## src/rtl/assert_macros.svh

```systemverilog
// Assertion macros for the RTL, included by optimal_bst_cost.sv.
`ifndef ASSERT_MACROS_SVH
`define ASSERT_MACROS_SVH
`ifndef SYNTHESIS
`define ASSERT_ALWAYS(lbl, clk, rst_n, prop) \
	lbl: assert property (@(posedge clk) disable iff (!rst_n) (prop)) \
		else $error("assertion failed");
`define ASSERT_NEXT(lbl, clk, rst_n, ante, cons) \
	lbl: assert property (@(posedge clk) disable iff (!rst_n) (ante) |=> (cons)) \
		else $error("assertion failed");
`else
`define ASSERT_ALWAYS(lbl, clk, rst_n, prop)
`define ASSERT_NEXT(lbl, clk, rst_n, ante, cons)
`endif
`endif

```

## src/rtl/obst_ram.sv

```systemverilog
// Generic single write port, single read port RAM with registered read data.
module obst_ram #(
	parameter int WIDTH = 8,
	parameter int DEPTH = 16
) (
	input  logic                                   clk,
	input  logic                                   we,
	input  logic [((DEPTH > 1) ? $clog2(DEPTH) : 1)-1:0] waddr,
	input  logic [WIDTH-1:0]                       wdata,
	input  logic [((DEPTH > 1) ? $clog2(DEPTH) : 1)-1:0] raddr,
	output logic [WIDTH-1:0]                       rdata
);

	logic [WIDTH-1:0] mem_q [DEPTH];
	logic [WIDTH-1:0] rdata_q;

	always_ff @(posedge clk) begin
		if (we) begin
			mem_q[waddr] <= wdata;
		end
		rdata_q <= mem_q[raddr];
	end

	assign rdata = rdata_q;

endmodule

```

## config.mk

```make
export PLATFORM = sky130hd
export DESIGN_NAME = obst_ram
export DESIGN_NICKNAME = d
export VERILOG_FILES = /design/src/rtl/assert_macros.svh /design/src/rtl/obst_ram.sv
export SDC_FILE = /design/constraint.sdc
export NUM_CORES = 1
export LEC_CHECK = 0
export ABC_CLOCK_PERIOD_IN_PS = 1800
export BUFFER_PORTS_ARGS = -buffer_cell sky130_fd_sc_hd__clkbuf_2
export CAP_MARGIN = 0
export CELL_PAD_IN_SITES_DETAIL_PLACEMENT = 1
export CELL_PAD_IN_SITES_GLOBAL_PLACEMENT = 1
export CORE_MARGIN = 1.5
export CORE_UTILIZATION = 33
export CTS_CLUSTER_SIZE = 12
export DETAILED_ROUTE_END_ITERATION = 10
export HOLD_SLACK_MARGIN = 0.05
export PLACE_DENSITY_LB_ADDON = 0.1
export SLEW_MARGIN = 20
export SYNTH_ARGS = -nofsm -noshare
export SYNTH_HDL_FRONTEND = slang
export SYNTH_SLANG_ARGS = --single-unit
```

## constraint.sdc

```tcl
create_clock -name clk -period 1.8 [get_ports clk]
set_input_delay 0 -clock clk [delete_from_list [all_inputs] [get_ports clk]]
set_output_delay 0 -clock clk [all_outputs]
set_load 0.005 [all_outputs]
```

Yosys cells after proc, flatten, opt, wreduce, memory -nomap -nowiden

Memories as Yosys holds them, arrays and structs flattened. A register that Yosys moved wholly into a read port is not among the register bits.
Index checks and enable logic that the tools add are counted.

Flip-flop bits (word level): 0
Output and inout bits: 8
Memories: 1
Input port bits: 18
Logic and storage cells: 3
Memory bits (writable): 128

Memories:

| name  | depth | bits a word | rd ports | clocked after memory_dff | write ports | line           | RTL |
|---|---|---|---|---|---|---|---|
| mem_q | 16    | 8           | 1        | 1                        | 1           | obst_ram.sv:14 | `logic [WIDTH-1:0] mem_q [DEPTH];` |

Mux-type cells: 2

Operator list:

| kind              | count |
|---|---|
| 1-bit two-way mux | 2 |

Logic depth before layout (Yosys ltp)

Gate-level depths: netlist of run 1.

Depth after elaboration: 2
Depth in mapped cells: 5
Mapped depth without buffers: 3

Least setup slack after synthesis of run 1

OpenSTA, ideal clock, no wires.

Path type: input to register
Start point: input waddr[2] in the netlist's numbering
End point: memory mem_q[0][0], enable pin
Setup time: 0.383 ns
Stages: 2
Buffers on the path: 0
Path slack: 0.307 ns
Data required time: 1.417 ns
Arrival time: 1.110 ns
Cell sequence: or3b_2 -> nor3_1

RTL lines:

| element            | line           | RTL |
|---|---|---|
| start: declaration | obst_ram.sv:8  | `input logic [((DEPTH > 1) ? $clog2(DEPTH) : 1)-1:0] waddr,` |
| end: declaration   | obst_ram.sv:14 |  |

No word-level cell before the write port.

==> flow_summary.json, run 1 <==
{
  "h-tree-depth": 4,
  "post_synth_num_cell_types": 19,
  "finalCriticalPeriod_ns": 1.37,
  "cts_resized": 0,
  "finalWeightedCongestion": 0.662,
  "fmax_ghz": 0.730,
  "cts_inserted_buffers": 17,
  "outcome": "completed",
  "yosys_warnings": 0,
  "ys_seq_elements": 136,
  "post_synth_instance_area_sq_mm": 0.00515,
  "worst-slew-pin-transition_ns": 0.446,
  "chipWidth_um": 128,
  "grt_antenna_before_repair": 0,
  "routed-via-count": 2436,
  "setup.worst_path.start_class": "flop",
  "critical_path.endpoint_type": "flop",
  "hpwlAfterDp_um": 6930,
  "cp_data_required_time_ns": 2.08,
  "grt_first_pass_wirelength_um": 16800,
  "top_area_cell_type_share_of_the_netlist_area_pct": 74.7,
  "port_buffers": 25,
  "regArea_sq_mm": 0.00400,
  "design.core.area_sq_mm": 0.0152,
  "syn-mean-instance-area_sq_um": 22.5,
  "synth_fa_ha_area_share_pct": 0,
  "initial_utilization_pct": 33.9,
  "finalWorstSetupSlack_ns": 0.431,
  "detail_route.vias_per_cell": 4.98,
  "clock_tree.root_cell": "clkbuf_16",
  "synth_fp_nets": 247,
  "placement.cell_area_sq_mm": 0.00562,
  "final_area_sq_mm": 0.00621,
  "routed_wl_um": 11000,
  "antennaDiodeCount": 0,
  "multi_input_gate_area_in_the_final_layout_sq_mm": 0.00106,
  "drt-pass1-iter-count": 4,
  "powerDensity_mw_per_mm2": 1150,
  "dieHeight_um": 128,
  "post_route_cells_drive_above_1_share_pct": 29.2,
  "synth_compound_gate_area_share_pct": 2.33,
  "finalSetupTns_ns": 0,
  "post_synth_xor_area_fraction_pct": 0,
  "finalHoldViolCount": 0,
  "worst_ep_arrival_time_ns": 1.65,
  "proportion_of_synthesized_chip_area_in_sequential_cells_pct": 77.8,
  "crit_type": "reg -> reg",
  "hold_class": "in -> reg",
  "yosys-mux-area-fraction_pct": 15.0,
  "final_nets": 307,
  "globalRoute.totalOverflow": 0,
  "largest_net_degree_at_the_start_of_global_routing": 33,
  "ys_top_cells_by_area": "edfxtp_1, mux4_2, mux4_1, dfxtp_1, a22oi_1",
  "cts.path.max_buffers": 2,
  "nFillCells": 1468,
  "remaining_drc_errors": 0,
  "dp_worst_setup_slack_ns": 0.340,
  "slew_headroom_pct": 70.2,
  "largest_clock_skew_in_the_final_design_ns": 0.00467,
  "worst-path-max-fanout": 1,
  "ir_drop_uv": 667,
  "final_cell_mix": "edfxtp_1, clkbuf_2, mux4_2, buf_4, clkbuf_16",
  "post_synth_and_or_nand_nor_area_fraction_pct": 3.18,
  "setup_viol": 0,
  "yosysTopAreaCell": "edfxtp_1",
  "clock_latency_ns": 0.42,
  "initialDrtViolationCount": 213,
  "synth_cells": 229,
  "die_area_sq_mm": 0.0164,
  "power.static_leakage_uw": 0.00211,
  "worst_setup_hold_path_clk_slew_ns": 0.05,
  "tritoncts": "built",
  "fraction_of_the_cycle_the_final_worst_path_needs_pct": 76.1,
  "rsz_0062_raised_after_global_routing": "false",
  "slew_violations": 0,
  "cts_sinks": 136,
  "synth_top_family_by_area": "multiplexers",
  "drtAntennaViolNets": 0,
  "via_count_of_the_first_global_routing_pass": 2604,
  "area_delta_synth_final_pct": 20.7,
  "pin_count": 26,
  "timing.max_cap.violations": 0,
  "wire_per_inst_um": 22.4,
  "layout_commonest_cell": "edfxtp_1",
  "global_route.usage.total_pct": 15.1,
  "std_cell_rows": 45
}
cells by family after synthesis:
group / count (synthesis)
flops: 136
simple gates: 35
mux: 32
compound gates: 16
buf+inv: 10
synthesized netlist by cell type:
master           count
a22oi_1             16
dfxtp_1              8
nor3_1               4
clkdlybuf4s25_2      3
nor2_1              13
buf_4                1
buf_6                3
nand2b_1             2
edfxtp_1           128
or3b_2               1
nand3b_1             2
and2_1               1
and2b_1              1
nand2_1              9
nand3_1              1
mux4_2              18
mux4_1              14
nor2b_1              1
buf_2                3
path summary, 6_finish.rpt:
kind,start,end,slack (ns),cells past startpoint
max,mem_q[1][0]$_DFFE_PP_,rdata[0]$_DFF_P_,0.43,3
min,wdata[2],mem_q[12][2]$_DFFE_PP_,0.06,1
max reg2reg,mem_q[1][0]$_DFFE_PP_,rdata[0]$_DFF_P_,0.43,3
min reg2reg,mem_q[14][3]$_DFFE_PP_,rdata[3]$_DFF_P_,0.68,3
layer usage:
layer | global-route usage [%] | vias up | wire length, um
li1 | - | 1092 | -
met1 | 20.4 | 1289 | 5200
met2 | 22.9 | 41 | 5280
met3 | 3.71 | 14 | 273
met4 | 7.14 | 0 | 221
met5 | 0 | - | 0
through the flow:
step	util [%]	power (uW)	std cells	hold slack, ns
after floorplan	-	3800	229	0.0989
after global placement	36.9	3970	453	0.379
after detailed placement	36.9	3980	453	0.374
after CTS	40.9	7200	489	0.0532
after global routing	40.9	7340	489	0.0891
final	40.9	7120	489	0.0584
sequential cells by signal, summed over array words and instances, names as in the netlist:
register / flops
rdata: 8
mem_q: 128
power by group:
| group | internal (uW) | switching [uW] | leakage (uW) | total, uW |
|---|---|---|---|---|
| Combinational | 155 | 189 | 0.000620 | 344 |
| Sequential | 3540 | 22.7 | 0.00122 | 3570 |
| Clock | 2030 | 1180 | 0.000267 | 3210 |
| Total | 5720 | 1390 | 0.00211 | 7120 |
worst max-delay path, cell delays in order, from the launching register on:
cell and delay (ns):
edfxtp_1 0.34, mux4_1 0.50, a22oi_1 0.27, nand2_1 0.13
final cells by class:
class / count / area share, %
Sequential cell: 136 / 64.5
Multi-Input combinational cell: 83 / 17.0
Clock buffer: 27 / 8.10
Timing Repair Buffer: 51 / 5.96
Tap cell: 188 / 3.79
Clock inverter: 4 / 0.685
what timing repair did:
action                    in CTS  in global routing
hold endpoints to repair      80                  0
hold buffers                   5                  0
buffers inserted               0                  0
Note: power is estimated with default switching activity, not from simulation.
==> run 2, diff against run 1 <==
--- a/config.mk
+++ b/config.mk
@@ -5,7 +5,7 @@
 export SDC_FILE = /design/constraint.sdc
 export NUM_CORES = 1
 export LEC_CHECK = 0
-export ABC_CLOCK_PERIOD_IN_PS = 1800
+export ABC_CLOCK_PERIOD_IN_PS = 1300
 export BUFFER_PORTS_ARGS = -buffer_cell sky130_fd_sc_hd__clkbuf_2
 export CAP_MARGIN = 0
 export CELL_PAD_IN_SITES_DETAIL_PLACEMENT = 1
==> constraint.sdc (replaced) <==
create_clock -name clk -period 1.3 [get_ports clk]
set_input_delay 0 -clock clk [delete_from_list [all_inputs] [get_ports clk]]
set_output_delay 0 -clock clk [all_outputs]
set_load 0.005 [all_outputs]
==> flow_summary.json, run 2 (same netlist as run 1, synthesis figures left out) <==
{
  "finalWeightedCongestion": 0.675,
  "drtAntennaViolNets": 0,
  "routed_wl_um": 11400,
  "cts_sinks": 136,
  "critical_path.cell_chain": "mux4_2 -> a22oi_2 -> nand2_1",
  "slew_headroom_pct": 30.8,
  "cts_inserted_buffers": 17,
  "critical_hold_path_startpoint": "wdata[6]",
  "worst_setup_hold_path_clk_slew_ns": 0.06,
  "area_delta_synth_final_pct": 23.0,
  "p_sw_share_pct": 19.8,
  "r2r_end": "rdata[1]$_DFF_P_",
  "slowest_stage_cell_crit_path": "mux4_2",
  "drt-pass1-iter-count": 4,
  "fraction_of_the_cycle_the_final_worst_path_needs_pct": 98.4,
  "critical_path.reg2reg.startpoint": "mem_q[8][1]$_DFFE_PP_",
  "timing.max_cap.violations": 0,
  "worst-path-max-fanout": 1,
  "outcome": "completed",
  "rsz_0062_raised_after_global_routing": "true",
  "cts_setup_buffers": 0,
  "design.core.area_sq_mm": 0.0152,
  "cts.path.max_buffers": 2,
  "h-tree-depth": 4,
  "fmax_ghz": 0.782,
  "wire_per_inst_um": 22.8,
  "power.static_leakage_uw": 0.00215,
  "global_route.usage.total_pct": 15.5,
  "top_register": "mem_q",
  "ff2ff_setup_slack_ns": 0.02,
  "worst_hold_path.num_cells": 1,
  "critical_path.top_delay_family": "multiplexers",
  "crit_type": "reg -> reg",
  "post_route_cells_drive_above_1_share_pct": 36.5,
  "worst-slew-pin-transition_ns": 1.04,
  "chipWidth_um": 128,
  "r2r.worst_path.cells": 3,
  "clock_latency_ns": 0.41,
  "routed-via-count": 2520,
  "powerDensity_mw_per_mm2": 1560,
  "max_reg_flops": 128,
  "die_area_sq_mm": 0.0164,
  "min_to": "mem_q[2][6]$_DFFE_PP_",
  "initialDrtViolationCount": 167,
  "intPower_uw": 7920,
  "finalWorstSetupSlack_ns": 0.0207,
  "clock_tree.root_cell": "clkbuf_16",
  "final_cell_mix": "edfxtp_1, buf_4, clkbuf_2",
  "remaining_drc_errors": 0,
  "std_cell_rows": 45,
  "regArea_sq_mm": 0.00400,
  "nFillCells": 1441,
  "hpwlAfterDp_um": 7510,
  "seqPwrFrac_pct": 50.1,
  "power_frac_comb_pct": 5.4,
  "largest_clock_skew_in_the_final_design_ns": 0.00601,
  "dp_worst_setup_slack_ns": -0.301,
  "placement.cell_area_sq_mm": 0.00573,
  "setup_viol": 0,
  "finalHoldViolCount": 0,
  "detail_route.vias_per_cell": 5.04,
  "port_buffers": 25,
  "largest_net_degree_at_the_start_of_global_routing": 17,
  "timing.critical_path.slowest_cell_delay_ns": 0.48,
  "final_nets": 318,
  "multi_input_gate_area_in_the_final_layout_sq_mm": 0.00107,
  "grt_first_pass_wirelength_um": 17300,
  "tritoncts": "built",
  "globalRoute.totalOverflow": 0,
  "initial_utilization_pct": 33.9,
  "critical_path.endpoint_type": "flop",
  "grt_antenna_before_repair": 0,
  "setup.worst_path.start_class": "flop",
  "worst_ep_arrival_time_ns": 1.57,
  "final_area_sq_mm": 0.00633,
  "ir_drop_uv": 934,
  "worst-path-buf-inv": 0,
  "dieHeight_um": 128,
  "hold_class": "in -> reg",
  "cp_data_required_time_ns": 1.59,
  "layout_commonest_cell": "edfxtp_1",
  "share_clk_of_total_power_pct": 44.5,
  "pin_count": 26,
  "slew_violations": 0,
  "antennaDiodeCount": 0,
  "finalCriticalPeriod_ns": 1.28,
  "via_count_of_the_first_global_routing_pass": 2753,
  "total_switching_power_uw": 1950
}
==> run 2: how the worst max path moves through the flow <==
stage / slack [ns] / cells past startpoint / start / to
final: 0.02 / 3 / mem_q[8][1]$_DFFE_PP_ / rdata[1]$_DFF_P_
after floorplan: 0.03 / 2 / waddr[2] / mem_q[3][0]$_DFFE_PP_
after global placement: -0.27 / 6 / raddr[0] / rdata[1]$_DFF_P_
after CTS: -0.02 / 3 / mem_q[6][3]$_DFFE_PP_ / rdata[3]$_DFF_P_
after global routing: -0.04 / 3 / mem_q[6][3]$_DFFE_PP_ / rdata[3]$_DFF_P_
after detailed placement: -0.30 / 6 / raddr[0] / rdata[1]$_DFF_P_
==> run 2: per-layer routing <==
layer / GRT usage (%) / vias up / routed length, um
met5: 0 / - / 0
met1: 20.7 / 1340 / 5200
li1: - / 1109 / -
met4: 7.73 / 0 / 281
met3: 3.80 / 22 / 376
met2: 23.8 / 49 / 5570
==> run 2: power by group through the flow <==
stage               clock network, uW  logic [uW]  registers (uW)
floorplan                           0         249            5020
finish                           4390         532            4940
global placement                    0         516            5030
detailed placement                  0         521            5030
CTS                              4510         549            4940
global route                     4680         585            4950
==> run 2: timing repair <==
| item | CTS | global route |
|---|---|---|
| pin swaps | 5 | 3 |
| hold buffers | 5 | 0 |
| resized for setup | 10 | 2 |
| hold endpoints to repair | 70 | 0 |
| endpoints found under the setup margin | 6 | 7 |
==> run 2: final cells by class <==
class | count | share of cell area [%]
clock buffer | 19 | 6.84
sequential | 136 | 63.3
timing repair buffer | 62 | 7.55
clock inverter | 12 | 1.74
tap | 188 | 3.72
multi-input combinational | 83 | 16.9
==> run 2: stage by stage <==
stage	hold WS, ns	cells	total power, uW	setup TNS (ns)	utilization [%]
floorplan	0.0989	229	5270	0	-
global placement	0.373	464	5550	-1.12	37.7
detailed placement	0.375	464	5550	-1.24	37.7
CTS	0.0697	500	10000	-0.0276	41.7
global route	0.0845	500	10200	-0.103	41.6
finish	0.0753	500	9870	0	41.6
